### config.mk
export PLATFORM = sky130hd
export DESIGN_NAME = tsrb_front
export DESIGN_NICKNAME = d
export VERILOG_FILES = /design/src/design/tsrb_pkg.sv /design/src/design/tsrb_front.sv
export SDC_FILE = /design/constraint.sdc
export NUM_CORES = 1
export LEC_CHECK = 0
export ABC_AREA = 1
export BUFFER_PORTS_ARGS = -buffer_cell sky130_fd_sc_hd__buf_2
export CAP_MARGIN = 5
export CORE_MARGIN = 3
export CORE_UTILIZATION = 30
export DETAILED_ROUTE_END_ITERATION = 6
export GPL_TIMING_DRIVEN = 1
export PLACE_DENSITY_LB_ADDON = 0.1
export SETUP_SLACK_MARGIN = 0.05
export SYNTH_ARGS = -nofsm -noshare
export SYNTH_HDL_FRONTEND = slang
export SYNTH_SLANG_ARGS = --single-unit
### constraint.sdc
create_clock -name clock -period 4.47 [get_ports clock]
set_clock_uncertainty 0.1 [all_clocks]
set_input_delay 0.894 -clock clock [delete_from_list [all_inputs] [get_ports clock]]
set_output_delay 0.894 -clock clock [all_outputs]
set_load 0.05 [all_outputs]
### src/design/tsrb_pkg.sv
`default_nettype none

package tsrb_pkg;

   // field widths of the request and response beats
   localparam int MODE_W    = 2;
   localparam int PAYLOAD_W = 64;
   localparam int TIME_W    = 64;
   localparam int SLOT_W    = 10;
   localparam int STATUS_W  = 2;
   localparam int SEQ_W     = 32;

   // request modes
   localparam logic [MODE_W-1:0] MODE_PUBLISH = 2'd0;
   localparam logic [MODE_W-1:0] MODE_CONSUME = 2'd1;
   localparam logic [MODE_W-1:0] MODE_PEEK    = 2'd2;

   // response status codes
   localparam logic [STATUS_W-1:0] STATUS_OK    = 2'd0;
   localparam logic [STATUS_W-1:0] STATUS_FULL  = 2'd1;
   localparam logic [STATUS_W-1:0] STATUS_EMPTY = 2'd2;

   // a stable slot's sequence count rises by this much per publish
   localparam logic [SEQ_W-1:0] SEQ_STEP = 32'd2;

   // what the back end has to do with a classified beat
   typedef enum logic [1:0] {
      OP_NONE,
      OP_WRITE,
      OP_READ
   } op_type;

   typedef struct packed {
      op_type                op;
      logic [STATUS_W-1:0]   status;
      logic                  fresh;   // slot never published, sequence count reads as zero
   } cmd_type;

   typedef enum logic {
      BK_IDLE,
      BK_FINISH
   } back_state_type;

endpackage

`default_nettype wire

### src/design/tsrb_front.sv
`default_nettype none

module tsrb_front #(
   parameter  int DEPTH = 1024,
   localparam int AW    = $clog2(DEPTH),
   localparam int CW    = AW + 1
) (
   input  logic                             clock,
   input  logic                             reset,
   input  logic                             req_valid,
   output logic                             req_ready,
   input  logic [tsrb_pkg::MODE_W-1:0]      req_mode,
   input  logic [tsrb_pkg::SLOT_W-1:0]      req_slot_index,
   output logic                             push_valid,
   input  logic                             push_ready,
   output tsrb_pkg::cmd_type                push_cmd,
   output logic [AW-1:0]                    push_addr,
   output logic [CW-1:0]                    ring_level
);
   import tsrb_pkg::*;

   logic [CW-1:0]        wr_count_ff, wr_count_in;
   logic [CW-1:0]        rd_count_ff, rd_count_in;
   logic                 filled_ff, filled_in;
   logic [AW+SLOT_W-1:0] peek_wide;
   logic [AW-1:0]        wr_slot, rd_slot, peek_slot;
   logic                 accept, full, empty;

   assign wr_slot    = wr_count_ff[AW-1:0];
   assign rd_slot    = rd_count_ff[AW-1:0];
   assign peek_wide  = (AW+SLOT_W)'(req_slot_index);
   assign peek_slot  = peek_wide[AW-1:0];
   assign ring_level = wr_count_ff - rd_count_ff;
   assign full       = ring_level[AW];
   assign empty      = (ring_level == '0);

   assign push_valid = req_valid;
   assign req_ready  = push_ready;
   assign accept     = req_valid && push_ready;

   always_comb begin
      push_cmd.op     = OP_NONE;
      push_cmd.status = STATUS_OK;
      push_cmd.fresh  = 1'b0;
      push_addr       = '0;
      wr_count_in     = wr_count_ff;
      rd_count_in     = rd_count_ff;
      filled_in       = filled_ff;
      case (req_mode)
         MODE_PUBLISH: begin
            if (full) begin
               push_cmd.status = STATUS_FULL;
            end else begin
               push_cmd.op    = OP_WRITE;
               push_cmd.fresh = !filled_ff;
               push_addr      = wr_slot;
               if (accept) begin
                  wr_count_in = wr_count_ff + 1'b1;
                  // every slot has been published once the count first wraps
                  if (wr_count_in[AW-1:0] == '0) begin
                     filled_in = 1'b1;
                  end
               end
            end
         end
         MODE_CONSUME: begin
            if (empty) begin
               push_cmd.status = STATUS_EMPTY;
            end else begin
               // an unread slot has always been published
               push_cmd.op = OP_READ;
               push_addr   = rd_slot;
               if (accept) begin
                  rd_count_in = rd_count_ff + 1'b1;
               end
            end
         end
         MODE_PEEK: begin
            push_cmd.op    = OP_READ;
            push_cmd.fresh = !filled_ff && (peek_slot >= wr_slot);
            push_addr      = peek_slot;
         end
         default: begin
         end
      endcase
   end

   always_ff @(posedge clock) begin
      if (reset) begin
         wr_count_ff <= '0;
         rd_count_ff <= '0;
         filled_ff   <= 1'b0;
      end else begin
         wr_count_ff <= wr_count_in;
         rd_count_ff <= rd_count_in;
         filled_ff   <= filled_in;
      end
   end

endmodule

`default_nettype wire

Yosys cells after proc, flatten, opt, wreduce, memory -nomap -nowiden. Index checks and enable logic that the tools add are counted.

Latch bits: 0. Register bits: 23. Memory bits (writable): 0. Memory bits (read-only): 0. Bits of input ports: 16. Output and inout port bits: 28. Word-level logic and storage cells: 31. Memories: 0.

Div/mod/pow operators: 0. $lt $le $gt $ge: 1. Shift-type cells: 0. Equality and inequality tests: 2. Bitwise logic cells: 2. Multipliers: 0. Muxes and demuxes: 11. Reduce and logical (&&, ||, !) cells: 9. Add/sub/neg operators: 3.

Operators with widths (number): case mux 10 bit (3 select lines) (1); adder 11 x 1 -> 11 bit (second input constant) (2); two-way mux 10 bit (2); zero test 11 bit (1); subtractor 11 bit (1); >= comparator 10 bit (1); zero test 10 bit (1); case mux 2 bit (3 select lines) (1); AND reduction 3 bit (2); two-way mux 2 bit (2); case mux 2 bit (2 select lines) (1); AND reduction 4 bit (1); two-way mux 1 bit (3); equality test 2 x 1 -> 1 bit (second input constant) (1); equality test 2 bit (second input constant) (1); logical AND 1 bit (2); zero test 2 bit (1); NOT 1 bit (2); case mux 1 bit (2 select lines) (1); zero test 1 bit (1).

Depth between registers and ports, before layout.
Depth after elaboration: 4. Depth in mapped cells: 18. Gate-level depth less buffers: 17.

Least setup slack after synthesis. No wires, ideal clock.

Path type: register -> output. Start: reg wr_count_ff[0]. End: out push_cmd[2] (netlist bit). Arrival time: 3.359 ns. Buffers on the path: 1. Slack: 0.117 ns. Stages on the path, launching flop included: 14. Required time: 3.476 ns. Cell sequence: dfxtp_1 inv_1 ha_1 fa_1 inv_1 nand3_1 nand3_1 nand2_1 nor2_1 nand3_1 nor2_4 nand2_4 buf_2 nor3_1.

RTL lines: start: declaration (line tsrb_front.sv:22) `logic [CW-1:0] wr_count_ff, wr_count_in;`; start signal: assignment (line tsrb_front.sv:94) `wr_count_ff <= wr_count_in;`; end: declaration (line tsrb_front.sv:16) `output tsrb_pkg::cmd_type push_cmd,`.

Final worst setup path.
Start: reg wr_count_ff[0]. End: out push_addr[1].

Longest elaborated chain between the ends: 4. Elaborated cells on any way between the ends: 5. Classes of those cells: add/sub: 1; mux: 3; reduce/logical: 1.

RTL lines: subtractor 11 bit (*) (line tsrb_front.sv:33) `assign ring_level = wr_count_ff - rd_count_ff;`; zero test 11 bit (line tsrb_front.sv:35) `assign empty = (ring_level == '0);`; two-way mux 10 bit (line tsrb_front.sv:67) `if (empty) begin`; case mux 10 bit (3 select lines) (*) (line tsrb_front.sv:49) `case (req_mode)`; end: declaration (line tsrb_front.sv:17) `output logic [AW-1:0] push_addr,`.

Every way passes the cells marked *; elsewhere a longest branch is shown, timed or not.

==> impl_metrics.toml <==
[timing]
slew_violations = 0
setup_tns_ns = 0
hold_slack_ns = 0.360
worstMarginPinSlew_ns = 0.698
rsz0062_at_grt = "no"
period_minus_slack_ns = 3.99
setup_viol = 0
hold_viol_final = 0
max_freq_ghz = 0.251
post-route-period-util_pct = 89.2
timing.max_slew.rel_slack_pct = 53.4

[yosys]
synthXorXnorAreaFrac_pct = 2.73
seq_area_frac_synth_pct = 18.0
synth_top_family_by_area = "simple AND/OR/NAND/NOR gates"
async_flop_share_pct = 0
synth_top_cells_by_area = "dfxtp_1, nand2_1, inv_1"
synthAdderAreaFrac_pct = 12.0
synth-edff-count = 0
yosys.area_share.simple_pct = 41.0
yosys.area.top_type_share_pct = 18.0
syn_avg_cell_area_sq_um = 6.06
synthDistinctLibCells = 38
synthMuxAreaShare_pct = 0
syn_nets = 463
synth.largest_area_cell = "dfxtp_1"
synthFlopType = "dfxtp_1"
synth_compound_area_share_pct = 10.7
synth.ff_latch_count = 23
synth_cells = 423
synth_area_sq_um = 2560
yosysWarnings = 0

[hold_path]
hold_class = "register to register"
whs_endpoint = "filled_ff"
min_delay_path_depth = 2
min_from = "filled_ff"

[cells_and_area]
seq_area_sq_um = 460
areaGrowthSynthToFinish_pct = 12.0
layout-drive-gt1-share_pct = 15.5
mostFrequentLayoutCell = "nand2_1"
multiInputGateArea_sq_um = 1710
final_util_pct = 34.7
nets = 498
num-fill-cells = 973
diodes = 0
most-common-layout-cells = "nand2_1, inv_1, buf_2"
instances_no_fill = 562

[die]
start_util_pct = 31.0
coreArea_sq_um = 8260
rows = 33
die_w_microns = 98.4
ios = 44
die_h_microns = 98.4
dieArea_sq_um = 9690

[setup_path]
worst_r2r_endpoint = "rd_count_ff[1]"
end_kind = "primary output"
crit_arrival_ns = 2.99
worstPathMaxFanout = 32
required_ns = 3.48
cp_slowest_stage_delay_ns = 0.42
r2r-start = "wr_count_ff[0]"
cp_slowest_cell = "dfxtp_1"
r2r_slack_ns = 1.76
worstSetupPathType = "register to primary output"
cp_cell_sequence = "inv_1 -> ha_1 -> fa_1 -> inv_1 -> nand3_1 -> nand2_2 -> nand2_1 -> nand3b_1 -> nand2_1 -> nand2_2 -> nor2_4 -> nand2_4 -> nand3_1 -> o211ai_1 -> buf_2"
reg2regPathDepth = 17
cp-start-kind = "register"

[route]
dr.pass1.iters = 4
detail-route-antenna-nets = 0
drt_iter0_markers = 97
wl_mm = 7.32
via_per_inst = 4.65
route.detailed.drc = 0
vias = 2615
wl_per_cell_microns = 13.0

[grt]
overflow = 0
grt_pass1_wl_mm = 12.1
first_global_vias = 2536
grt_max_degree = 33
antenna_found_initial = 0
grtUsageTotal_pct = 15.1

[clocking]
cts_sinks = 23
clock_path_buffers = 2
cts_buffers = 3
cts_root_buffer = "clkbuf_8"
post_cts_resized = 0
cts_tree = "done"
post-cts-setup-buffers = 0
clock_latency_ns = 0.27
htreeDepth = 1
hold_buffers = 0
clk_pin_slew_ns = 0.08

[job]
cap_violations = 0

[power_and_ir_drop]
p_per_area_nw_per_um2 = 263
p_leak_nw = 1.52
peakVddDrop_mv = 0.121

[place]
gp_congestion = 0.808
hpwl_mm = 6.11
dp.cells = 558
port_buffers = 43

[status]
status = "finished clean"
## synth_stat cells, types with 3 or more instances
cell type  count
nand4_1       16
xor2_1         7
nor3_1         4
buf_2          4
inv_1         78
dfxtp_1       23
nand2_1      109
nand3b_1       3
buf_6          4
nand3_1       38
o211ai_1      10
a21oi_1       17
nor2_1        38
clkbuf_1       4
nor2_2         3
o21ai_0       10
nand2_2        7
ha_1          23
## logic make-up (layout without fill, tap and decap cells)
logic type / count (synthesis) / after routing
and+or+nand+nor: 228 / 228
buffers and inverters: 95 / 129
AOI/OAI and AO/OA: 45 / 45
adders and majority gates: 24 / 24
DFF: 23 / 23
xor gates and xnor gates: 8 / 8
## final cells by class
class	count	area share, %
sequential	23	16.0
multi-input combinational	305	59.4
timing repair buffer	44	7.76
tap	105	4.58
clock buffer	4	1.57
inverter	81	10.6
## critical path: cells and delay by family, from the launching register on
kind                       cells  cell delay (ns)
and+or+nand+nor                9             0.98
adders and majority gates      2             0.63
buffers and inverters          3             0.57
DFF                            1             0.42
AOI/OAI and AO/OA              1             0.12
## report_power, final
| part | total (mW) | internal, mW | switching (mW) |
|---|---|---|---|
| combinational | 0.402 | 0.105 | 0.297 |
| sequential | 0.217 | 0.210 | 0.00751 |
| clock | 0.134 | 0.0637 | 0.0707 |
| total | 0.754 | 0.378 | 0.376 |
## per-layer routing
metal / wire length [microns] / global-route usage (%) / up-vias
met5: 0 / 0 / -
met4: 54 / 2.52 / 0
met3: 158 / 0.991 / 4
met2: 3250 / 25.7 / 43
met1: 3860 / 21.3 / 1148
li1: - / - / 1420
## flip-flops by register name, indices dropped and copies added, names as in the netlist
register,count
wr_count_ff,11
filled_ff,1
rd_count_ff,11
## metrics by stage
stage	setup slack (ns)	power [mW]	cell area (sq um)
global route	0.194	0.805	2870
detailed placement	0.768	0.628	2820
CTS	0.468	0.766	2870
finish	0.484	0.754	2870
global placement	0.818	0.629	2820
floorplan	0.117	0.550	2560
## how the worst max path moves through the flow
stage	from	endpoint	slack (ns)	cells past startpoint
2_1_floorplan	wr_count_ff[0]	push_cmd[2]	0.12	13
3_3_place_gp	wr_count_ff[0]	push_cmd[2]	0.82	15
3_5_place_dp	wr_count_ff[0]	push_addr[1]	0.77	15
4_1_cts	wr_count_ff[0]	push_addr[1]	0.47	15
5_1_grt	wr_count_ff[0]	push_addr[5]	0.19	15
6_report	wr_count_ff[0]	push_addr[1]	0.48	15
Note: power is estimated with default switching activity, not from simulation.
