===== src/design/tsrb_queue.sv =====
`default_nettype none

module tsrb_queue #(
   parameter int W = 8
) (
   input  logic         clock,
   input  logic         reset,
   input  logic         in_valid,
   output logic         in_ready,
   input  logic [W-1:0] in_data,
   output logic         out_valid,
   input  logic         out_ready,
   output logic [W-1:0] out_data
);

   localparam int             ENTRIES    = 2;
   localparam logic [1:0]     FULL_COUNT = 2'(ENTRIES);

   logic [W-1:0] entry_ff [ENTRIES];
   logic [1:0]   count_ff, count_in;
   logic         head_ff, head_in;
   logic         tail_ff, tail_in;
   logic         push, pop;

   assign in_ready  = (count_ff != FULL_COUNT);
   assign out_valid = (count_ff != 2'd0);
   assign out_data  = entry_ff[head_ff];
   assign push      = in_valid && in_ready;
   assign pop       = out_valid && out_ready;

   always_comb begin
      head_in  = pop  ? !head_ff : head_ff;
      tail_in  = push ? !tail_ff : tail_ff;
      count_in = count_ff + 2'(push) - 2'(pop);
   end

   always_ff @(posedge clock) begin
      if (push) begin
         entry_ff[tail_ff] <= in_data;
      end
   end

   always_ff @(posedge clock) begin
      if (reset) begin
         count_ff <= 2'd0;
         head_ff  <= 1'b0;
         tail_ff  <= 1'b0;
      end else begin
         count_ff <= count_in;
         head_ff  <= head_in;
         tail_ff  <= tail_in;
      end
   end

endmodule

`default_nettype wire


===== config.mk =====
export PLATFORM = sky130hd
export DESIGN_NAME = tsrb_queue
export DESIGN_NICKNAME = d
export VERILOG_FILES = /design/src/design/tsrb_queue.sv
export SDC_FILE = /design/constraint.sdc
export NUM_CORES = 1
export LEC_CHECK = 0
export BUFFER_PORTS_ARGS = -buffer_cell sky130_fd_sc_hd__buf_2
export CORE_MARGIN = 3
export CORE_UTILIZATION = 53
export DETAILED_ROUTE_END_ITERATION = 16
export GPL_TIMING_DRIVEN = 0
export PLACE_DENSITY = 0.92
export SLEW_MARGIN = 15
export SYNTH_ARGS = -nofsm -noshare
export SYNTH_HDL_FRONTEND = slang
export SYNTH_SLANG_ARGS = --single-unit

===== constraint.sdc =====
create_clock -name clock -period 4.2 [get_ports clock]
set_clock_uncertainty 0.15 [all_clocks]
set_input_delay 1.05 -clock clock [delete_from_list [all_inputs] [get_ports clock]]
set_output_delay 1.05 -clock clock [all_outputs]
set_load 0.005 [all_outputs]

---- After elaboration in Yosys (flattened, before gate mapping) ----
Memories as Yosys holds them, arrays and structs flattened. A register that Yosys moved wholly into a read port is not among the register bits.
Cells that the tools add are included.
word-level totals
  register bits ........................... 4
  RAM bits ................................ 16
  input bits .............................. 12
  output and inout bits ................... 10
  word-level logic and storage cells ...... 16
  memories ................................ 1
cells by class
  $add $sub $neg .......................... 2
  eq/ne operators ......................... 1
  muxes and demuxes ....................... 4
  reduce and logical (&&, ||, !) cells .... 5
memories
  name      words  bits a word  rd ports  clocked after memory_dff  wr ports  line  source
  entry_ff  2      8            1         1                         1         19    logic [W-1:0] entry_ff [ENTRIES];
operator list
  kind                                   number
  two-way mux 1 bit                      4
  adder 2 x 1 -> 2 bit                   1
  logical AND 1 bit                      2
  zero test 1 bit                        2
  != test 2 bit (second input constant)  1
  nonzero test 2 bit                     1
  subtractor 2 x 1 -> 2 bit              1

---- Logic depth before layout (Yosys ltp) ----
Gate-level depths: netlist of run 1.
  depth in word-level cells ............... 4
  gate-level depth with buffers ........... 6
  gate-level depth less buffers ........... 6

---- Worst setup path after synthesis of run 1 ----
Ideal clock, no wire load.
  path type ............................... in2reg
  start ................................... input out_ready
  end ..................................... register count_ff[1]
  library setup time ...................... 124 ps
  arrival time ............................ 1,925 ps
  required time ........................... 3,926 ps
  setup slack ............................. 2,001 ps
  stages on the path ...................... 6
  path buffers ............................ 0
  cells stage by stage .................... and2b_1 o21ba_2 nor2_1 ha_1 nor4_1 nor3_1
on the way
  longest elaborated chain between the ends .. 2
RTL lines
  what                       line  source
  start: declaration         12    input logic out_ready,
  logical AND 1 bit          29    assign pop = out_valid && out_ready;
  subtractor 2 x 1 -> 2 bit  34    count_in = count_ff + 2'(push) - 2'(pop);
  end signal: assignment     49    count_ff <= count_in;
  end: declaration           20    logic [1:0] count_ff, count_in;
No other way between the ends.
A chain may end at the register's enable or synchronous reset.

==> results of run 1 <==
==> routing by layer <==
layer  wire length (um)  global-route usage [%]  vias to the layer above
met4                 30                   8.772                        0
li1                   -                       -                      257
met5                  0                       0                        -
met1                532                   15.80                      251
met2                720                   25.63                       16
met3                 76                   4.743                        4
==> registers in the layout, summed over array words and instances (netlist names), named ones only <==
name,flops
count_ff,2
tail_ff,1
entry_ff,16
head_ff,1
==> power by group through the flow <==
stage               Clock [mW]  Sequential [mW]  Combinational, mW
floorplan                    0            0.268             0.0804
global placement             0            0.270              0.118
detailed placement           0            0.274              0.122
CTS                     0.0945            0.269              0.123
global route             0.107            0.274              0.133
finish                  0.0912            0.269              0.120
==> stage by stage <==
stage | hold slack, ns | total power [mW] | instances | cell area [um2]
3_3_place_gp | 0.3358 | 0.3880 | 90 | 955.9
3_5_place_dp | 0.3648 | 0.3960 | 90 | 955.9
2_1_floorplan | 0.3225 | 0.3487 | 54 | 832.0
5_1_grt | 0.4374 | 0.5132 | 94 | 982.2
6_report | 0.3905 | 0.4806 | 94 | 982.2
4_1_cts | 0.3955 | 0.4866 | 94 | 982.2
==> synthesized netlist by cell type <==
library cell  count  share of area [%]
a21bo_2           1                1.2
a21oi_1           1               0.60
and2b_1           1               0.90
and3_1            2                1.5
buf_2             1               0.60
dfxtp_1           5                 12
edfxtp_1         16                 58
ha_1              1                1.5
inv_1             1               0.45
mux2_2            8                 11
nand2b_1          1               0.75
nand3_1           1               0.60
nand3b_1          1               0.90
nor2_1            4                1.8
nor2b_1           1               0.75
nor3_1            1               0.60
nor4_1            1               0.75
nor4bb_1          1                1.2
o21ai_0           2                1.2
o21ba_2           1                1.2
o31a_1            1                1.1
or2_2             1               0.75
xor2_1            1                1.1
==> path summary, 6_finish.rpt <==
| check | to | startpoint | slack [ns] |
|---|---|---|---|
| worst min register to register | flip-flop | head_ff | 0.39 |
| worst max-delay path | out_data[6] | flip-flop | 1.70 |
| worst min-delay path | flip-flop | head_ff | 0.39 |
| worst max register to register | count_ff[1] | count_ff[1] | 2.58 |
==> worst min-delay path, stage by stage (launching register included) <==
cell and delay (ns):
dfxtp_1 0.35, xor2_1 0.09, nor2_1 0.08
==> cell type report <==
cell class / count / area [um2] / area share [%]
plain buffers: 1 / 5.005 / 0.5096
repair buffers: 21 / 105.1 / 10.70
inverters: 1 / 3.754 / 0.3822
flip-flops and latches: 21 / 580.6 / 59.11
multi-input cells: 31 / 242.7 / 24.71
clock buffers: 4 / 26.28 / 2.675
well taps: 15 / 18.77 / 1.911
==> kinds of logic after synthesis <==
kind of cell,after synthesis,share of synthesized area (%)
adders and majority gates,1,1.504
DFF,21,69.77
muxes,8,10.83
buffers and inverters,2,1.052
xor gates and xnor gates,1,1.053
and+or+nand+nor,15,10.53
AOI/OAI and AO/OA,6,5.263
==> out/qor.csv, run 1 <==
stage,metric,value,unit
sta,tightest_slew,0.4408,ns
logic_synthesis,synth_cell_type_count,23,
worst_setup_path,cp_common_cell,buf_2,
global_route,grtUsageTotal,14.95,%
sta,setup_slack,1.697,ns
worst_setup_path,cp_cell_sequence,"buf_2, mux2_2, buf_2",
worst_setup_path,worstSetupEndpointType,primary output,
outcome,status,"complete, no violations",
sta,slew_headroom,70.21,%
floorplanning,die_h,45.62,um
route,viasPerCell,5.617,
power_and_ir_drop,ir_worst_vdd,0.0003048,V
power_and_ir_drop,netSwitchingPower,123.2,uW
place,hpwlAfterDp,1.009,mm
floorplanning,start_util,60.18,%
worst_setup_path,path_class,flip-flop to primary output,
worst_setup_path,worst_ep_arrival_time,1.30,ns
worst_setup_path,cp_slowest_cell,mux2_2,
clock_tree,clock_sink_count,21,
route,drt-pass1-iter-count,4,
logic_synthesis,yosysSeqAreaShare,69.77,%
hold_path,min_delay_path_depth,2,
worst_setup_path,required,3.00,ns
clock_tree,clk_path_buf_depth,2,
cells_and_area,postLayoutCoreUtil,71.04,%
clock_tree,cts_made_buffers,3,
route,totalWireLength,1.359,mm
hold_path,hold_class,flip-flop to flip-flop,
power_and_ir_drop,p_int,357.3,uW
sta,rsz0062_at_grt,false,
power_and_ir_drop,combPwrFrac,25.0,%
clock_tree,ctsHoldBuffers,0,
job,maxCapViolCount,0,
clock_tree,post_cts_buffers,0,
place,port_buffers,21,
clock_tree,cts-resized-gates,0,
sta,slew_violations,0,
route,vias,528,
cells_and_area,areaGrowthSynthToFinish,18.05,%
floorplanning,io_pins,22,
worst_setup_path,crit_buf_inv,2,
place,gp_congestion,0.7668,
clock_tree,clk_latency,0.29,ns
sta,period_share,59.60,%
power_and_ir_drop,swShare,25.65,%
worst_setup_path,reg2reg_depth,6,
power_and_ir_drop,cellLeakagePower,0.3961,nW
cells_and_area,drive_above_1_share,45.57,%
clock_tree,cts_tree,done,
route,routedWlPerCell,14.46,um
worst_setup_path,cp-start-kind,flip-flop,
worst_setup_path,crit_cells,3,
route,route.detailed.drc,0,
logic_synthesis,syn_inst,54,
logic_synthesis,post_synth.cell_area_avg,15.41,um2
cells_and_area,diodes,0,
sta,finalSetupViolCount,0,
power_and_ir_drop,powerDensity,489.3,nW/um2
sta,max_freq,399.5,MHz
global_route,grt_pass1_wl,2.132,mm
clock_tree,cts.reportedPaths.clkPinSlew,0.10,ns
worst_setup_path,cpLargestDelayFamily,multiplexers,
route,first_iter_violations,8,
cells_and_area,final_nets,93,
floorplanning,core_area,1383,um2
power_and_ir_drop,p_clk_share,19.0,%
global_route,grt_max_degree,12,
clock_tree,root_buffer,clkbuf_4,
sta,final_hold_viol_count,0,
logic_synthesis,syn-num-nets,67,
floorplanning,placementRows,13,
global_route,grt.overflow.total,0,
floorplanning,dieArea,2081,um2
sta,fin_crit,2.503,ns
sta,tns,0,ns
logic_synthesis,ys_warn_count,0,
cells_and_area,layout_commonest_cell,buf_2,
worst_setup_path,path_max_fanout,8,
cells_and_area,final_cell_mix,"22 x buf_2, 16 x edfxtp_1, 8 x mux2_2",
floorplanning,die_w,45.62,um
clock_tree,h-tree-depth,1,
global_route,grt_pass1_vias,527,
cells_and_area,fillCellCount,91,
place,dp_worst_setup_slack,1.798,ns
worst_setup_path,slowest_delay,0.35,ns
logic_synthesis,netlist_area,832.0,um2
logic_synthesis,synth-seq-cells,21,
power_and_ir_drop,pwr-share-seq,56.0,%
route,ant_nets,0,
global_route,antenna_found_initial,0,
Note: power is estimated with default switching activity, not from simulation.
==> inputs of run 2 (changes only) <==
- ABC_AREA: default -> 1
- CORE_UTILIZATION: 53 -> 44
- PLACE_DENSITY: 0.92 -> 0.83
- clock period: 4.2 -> 2.05 ns (I/O delays scaled with it)
==> out/qor.csv, run 2 <==
stage,metric,value,unit
global_route,grt.overflow.total,0,
logic_synthesis,synthSimpleGateAreaFrac,12.09,%
place,dpl-instance-area,974.7,um2
logic_synthesis,synth-xor-area-share,1.045,%
worst_setup_path,cp_slowest_cell,mux2_2,
sta,final_hold_viol_count,0,
cells_and_area,fillCellCount,179,
worst_setup_path,r2r_end,entry_ff[0][7],
floorplanning,io_pins,22,
clock_tree,cts_made_buffers,3,
logic_synthesis,synth_edf_count,16,
sta,max_freq,516.2,MHz
route,first_iter_violations,8,
route,totalWireLength,1.269,mm
logic_synthesis,async_reset_ff_share,0,%
cells_and_area,drive_above_1_share,46.51,%
clock_tree,clk_latency,0.29,ns
floorplanning,dieArea,2465,um2
worst_setup_path,path_max_fanout,8,
clock_tree,post_cts_buffers,0,
cells_and_area,layout_commonest_cell,buf_2,
global_route,grt_pass1_wl,2.070,mm
logic_synthesis,synth_adder_area_share,1.493,%
route,route.detailed.drc,0,
sta,fin_crit,1.937,ns
clock_tree,h-tree-depth,1,
floorplanning,start_util,47.52,%
power_and_ir_drop,swShare,30.72,%
logic_synthesis,synth_cell_type_count,16,
logic_synthesis,synthMostInstantiatedCell,edfxtp_1,
floorplanning,die_h,49.65,um
cells_and_area,reg.largest.list,"entry_ff (16), count_ff (2)",
worst_setup_path,path_class,flip-flop to primary output,
cells_and_area,fin_area,1005,um2
clock_tree,cts_tree,done,
outcome,status,"complete, no violations",
power_and_ir_drop,combPwrFrac,33.5,%
clock_tree,clock_sink_count,21,
sta,tns,0,ns
worst_setup_path,crit_end,out_data[3],
cells_and_area,top_register,entry_ff,
logic_synthesis,netlist_area,838.3,um2
worst_setup_path,slowest_delay,0.35,ns
route,ant_nets,0,
cells_and_area,areaGrowthSynthToFinish,19.85,%
sta,tightest_slew,0.6827,ns
hold_path,hold_class,input pin to flip-flop,
floorplanning,die_w,49.65,um
sta,finalSetupViolCount,0,
floorplanning,placementRows,15,
sta,slew_violations,0,
power_and_ir_drop,netSwitchingPower,354.7,uW
logic_synthesis,syn_inst,61,
worst_setup_path,reg2reg_depth,4,
power_and_ir_drop,powerDensity,1149,nW/um2
power_and_ir_drop,cellLeakagePower,0.4119,nW
worst_setup_path,reg2reg_slack,0.40,ns
logic_synthesis,ys_warn_count,0,
place,hpwlAfterDp,1.008,mm
clock_tree,clk_path_buf_depth,2,
place,port_buffers,21,
logic_synthesis,synthTopCellsByArea,"edfxtp_1 57%, dfxtp_1 12%, mux2_2 11%",
power_and_ir_drop,pwr-share-seq,50.6,%
global_route,antenna_found_initial,0,
logic_synthesis,synth-seq-cells,21,
job,maxCapViolCount,0,
worst_setup_path,cp_cell_sequence,"clkbuf_4, mux2_2, buf_2",
cells_and_area,final_cell_mix,"21 x buf_2, 16 x edfxtp_1, 8 x inv_1, 8 x mux2_2",
logic_synthesis,syn-num-nets,74,
route,routedWlPerCell,11.43,um
logic_synthesis,yosysSeqAreaShare,69.25,%
power_and_ir_drop,ir_worst_vdd,0.0007418,V
floorplanning,core_area,1764,um2
cells_and_area,final_nets,100,
sta,slew_headroom,54.32,%
worst_setup_path,worstSetupEndpointType,primary output,
logic_synthesis,synthMuxAreaShare,10.75,%
logic_synthesis,synth_top_family_by_area,simple AND/OR/NAND/NOR gates,
logic_synthesis,synth_top_area_share,57.31,%
power_and_ir_drop,p_clk_share,16.0,%
logic_synthesis,synth_top_flop_cell,edfxtp_1,
worst_setup_path,cp-start-kind,flip-flop,
global_route,grtUsageTotal,11.11,%
route,viasPerCell,4.613,
worst_setup_path,r2r-start,count_ff[0],
worst_setup_path,required,1.39,ns
clock_tree,cts.reportedPaths.clkPinSlew,0.11,ns
cells_and_area,diodes,0,
logic_synthesis,post_synth.cell_area_avg,13.74,um2
power_and_ir_drop,p_int,800.0,uW
worst_setup_path,worst_ep_arrival_time,1.27,ns
clock_tree,root_buffer,clkbuf_4,
sta,rsz0062_at_grt,false,
logic_synthesis,yosys.area.top_type,edfxtp_1,
global_route,grt_pass1_vias,502,
route,vias,512,
route,drt-pass1-iter-count,4,
cells_and_area,postLayoutCoreUtil,56.95,%
global_route,grt_max_degree,13,
logic_synthesis,synth.top_cells.by_count,"16 x edfxtp_1, 8 x inv_1, 8 x mux2_2",
place,gp_congestion,0.6907,
cells_and_area,largest_register_ffs,16,
sta,period_share,94.50,%
logic_synthesis,synth_compound_area_share,1.194,%
run 2: cell count changes in the layout (fill, tap and decap cells not counted), sizes merged, moves of 2 or more:
| cell | delta |
|---|---|
| inv | +7 |
| nand2 | +8 |
| o21ai | -2 |
| nor2 | +5 |
| and3 | -2 |
run 2: power by group through the flow:
stage / Sequential, mW / Combinational (mW) / Clock [mW]
6_report: 0.584 / 0.386 / 0.185
5_1_grt: 0.592 / 0.441 / 0.211
4_1_cts: 0.585 / 0.392 / 0.192
3_5_place_dp: 0.596 / 0.388 / 0
3_3_place_gp: 0.589 / 0.369 / 0
2_1_floorplan: 0.585 / 0.268 / 0
run 2: metal layers:
metal,vias to the layer above,global-route usage (%),part of all wire [%]
li1,259,-,-
met1,234,11.11,40
met2,17,19.82,52
met3,2,4.230,7.8
met4,0,5.530,0.55
met5,-,0,0
run 2: final cells by class:
cell class / instances / area (um2) / area share [%]
Clock inverter: 1 / 5.005 / 0.4981
Multi-Input combinational cell: 31 / 222.7 / 22.17
Clock buffer: 3 / 22.52 / 2.242
Inverter: 8 / 30.03 / 2.989
Timing Repair Buffer: 21 / 105.1 / 10.46
Buffer: 1 / 7.507 / 0.7472
Sequential cell: 21 / 580.6 / 57.78
Tap cell: 25 / 31.28 / 3.113
run 2: cells by family (layout without fill, tap and decap cells):
| kind of cell | Yosys count | in the layout |
|---|---|---|
| flip-flops | 21 | 21 |
| AND/OR/NAND/NOR | 19 | 19 |
| buffers and inverters | 9 | 34 |
| multiplexers | 8 | 8 |
| AO/OA/AOI/OAI | 2 | 2 |
| adder cells (fa/ha/maj) | 1 | 1 |
| XOR/XNOR | 1 | 1 |
run 2: repair_timing:
action,in CTS,in global routing
hold buffers,0,0
gates resized for setup,0,1
endpoints found under the setup margin,0,1
run 2: stage by stage:
stage | worst slack (ns) | hold slack (ns) | total power, mW | std cells
CTS | 0.06698 | 0.2430 | 1.169 | 111
floorplan | 0.5128 | 0.3169 | 0.8534 | 61
finish | 0.1128 | 0.2489 | 1.155 | 111
global placement | 0.2996 | 0.3313 | 0.9580 | 107
detailed placement | 0.2582 | 0.3533 | 0.9842 | 107
global route | 0.03562 | 0.2289 | 1.244 | 111
run 2: critical path, delay by kind of cell (launching register included):
family	cells	cell delay [ns]
flops	1	0.32
mux	1	0.35
buf+inv	2	0.31
run 2: worst min-delay path by stage:
stage                    start  depth (start not counted)  slack, ns        endpoint
floorplan              head_ff                          2       0.32       flip-flop
finish              in_data[4]                          1       0.25  entry_ff[0][4]
global route        in_data[2]                          1       0.23  entry_ff[1][2]
CTS                 in_data[4]                          1       0.24  entry_ff[0][4]
detailed placement     head_ff                          2       0.35       flip-flop
global placement       head_ff                          2       0.33         head_ff
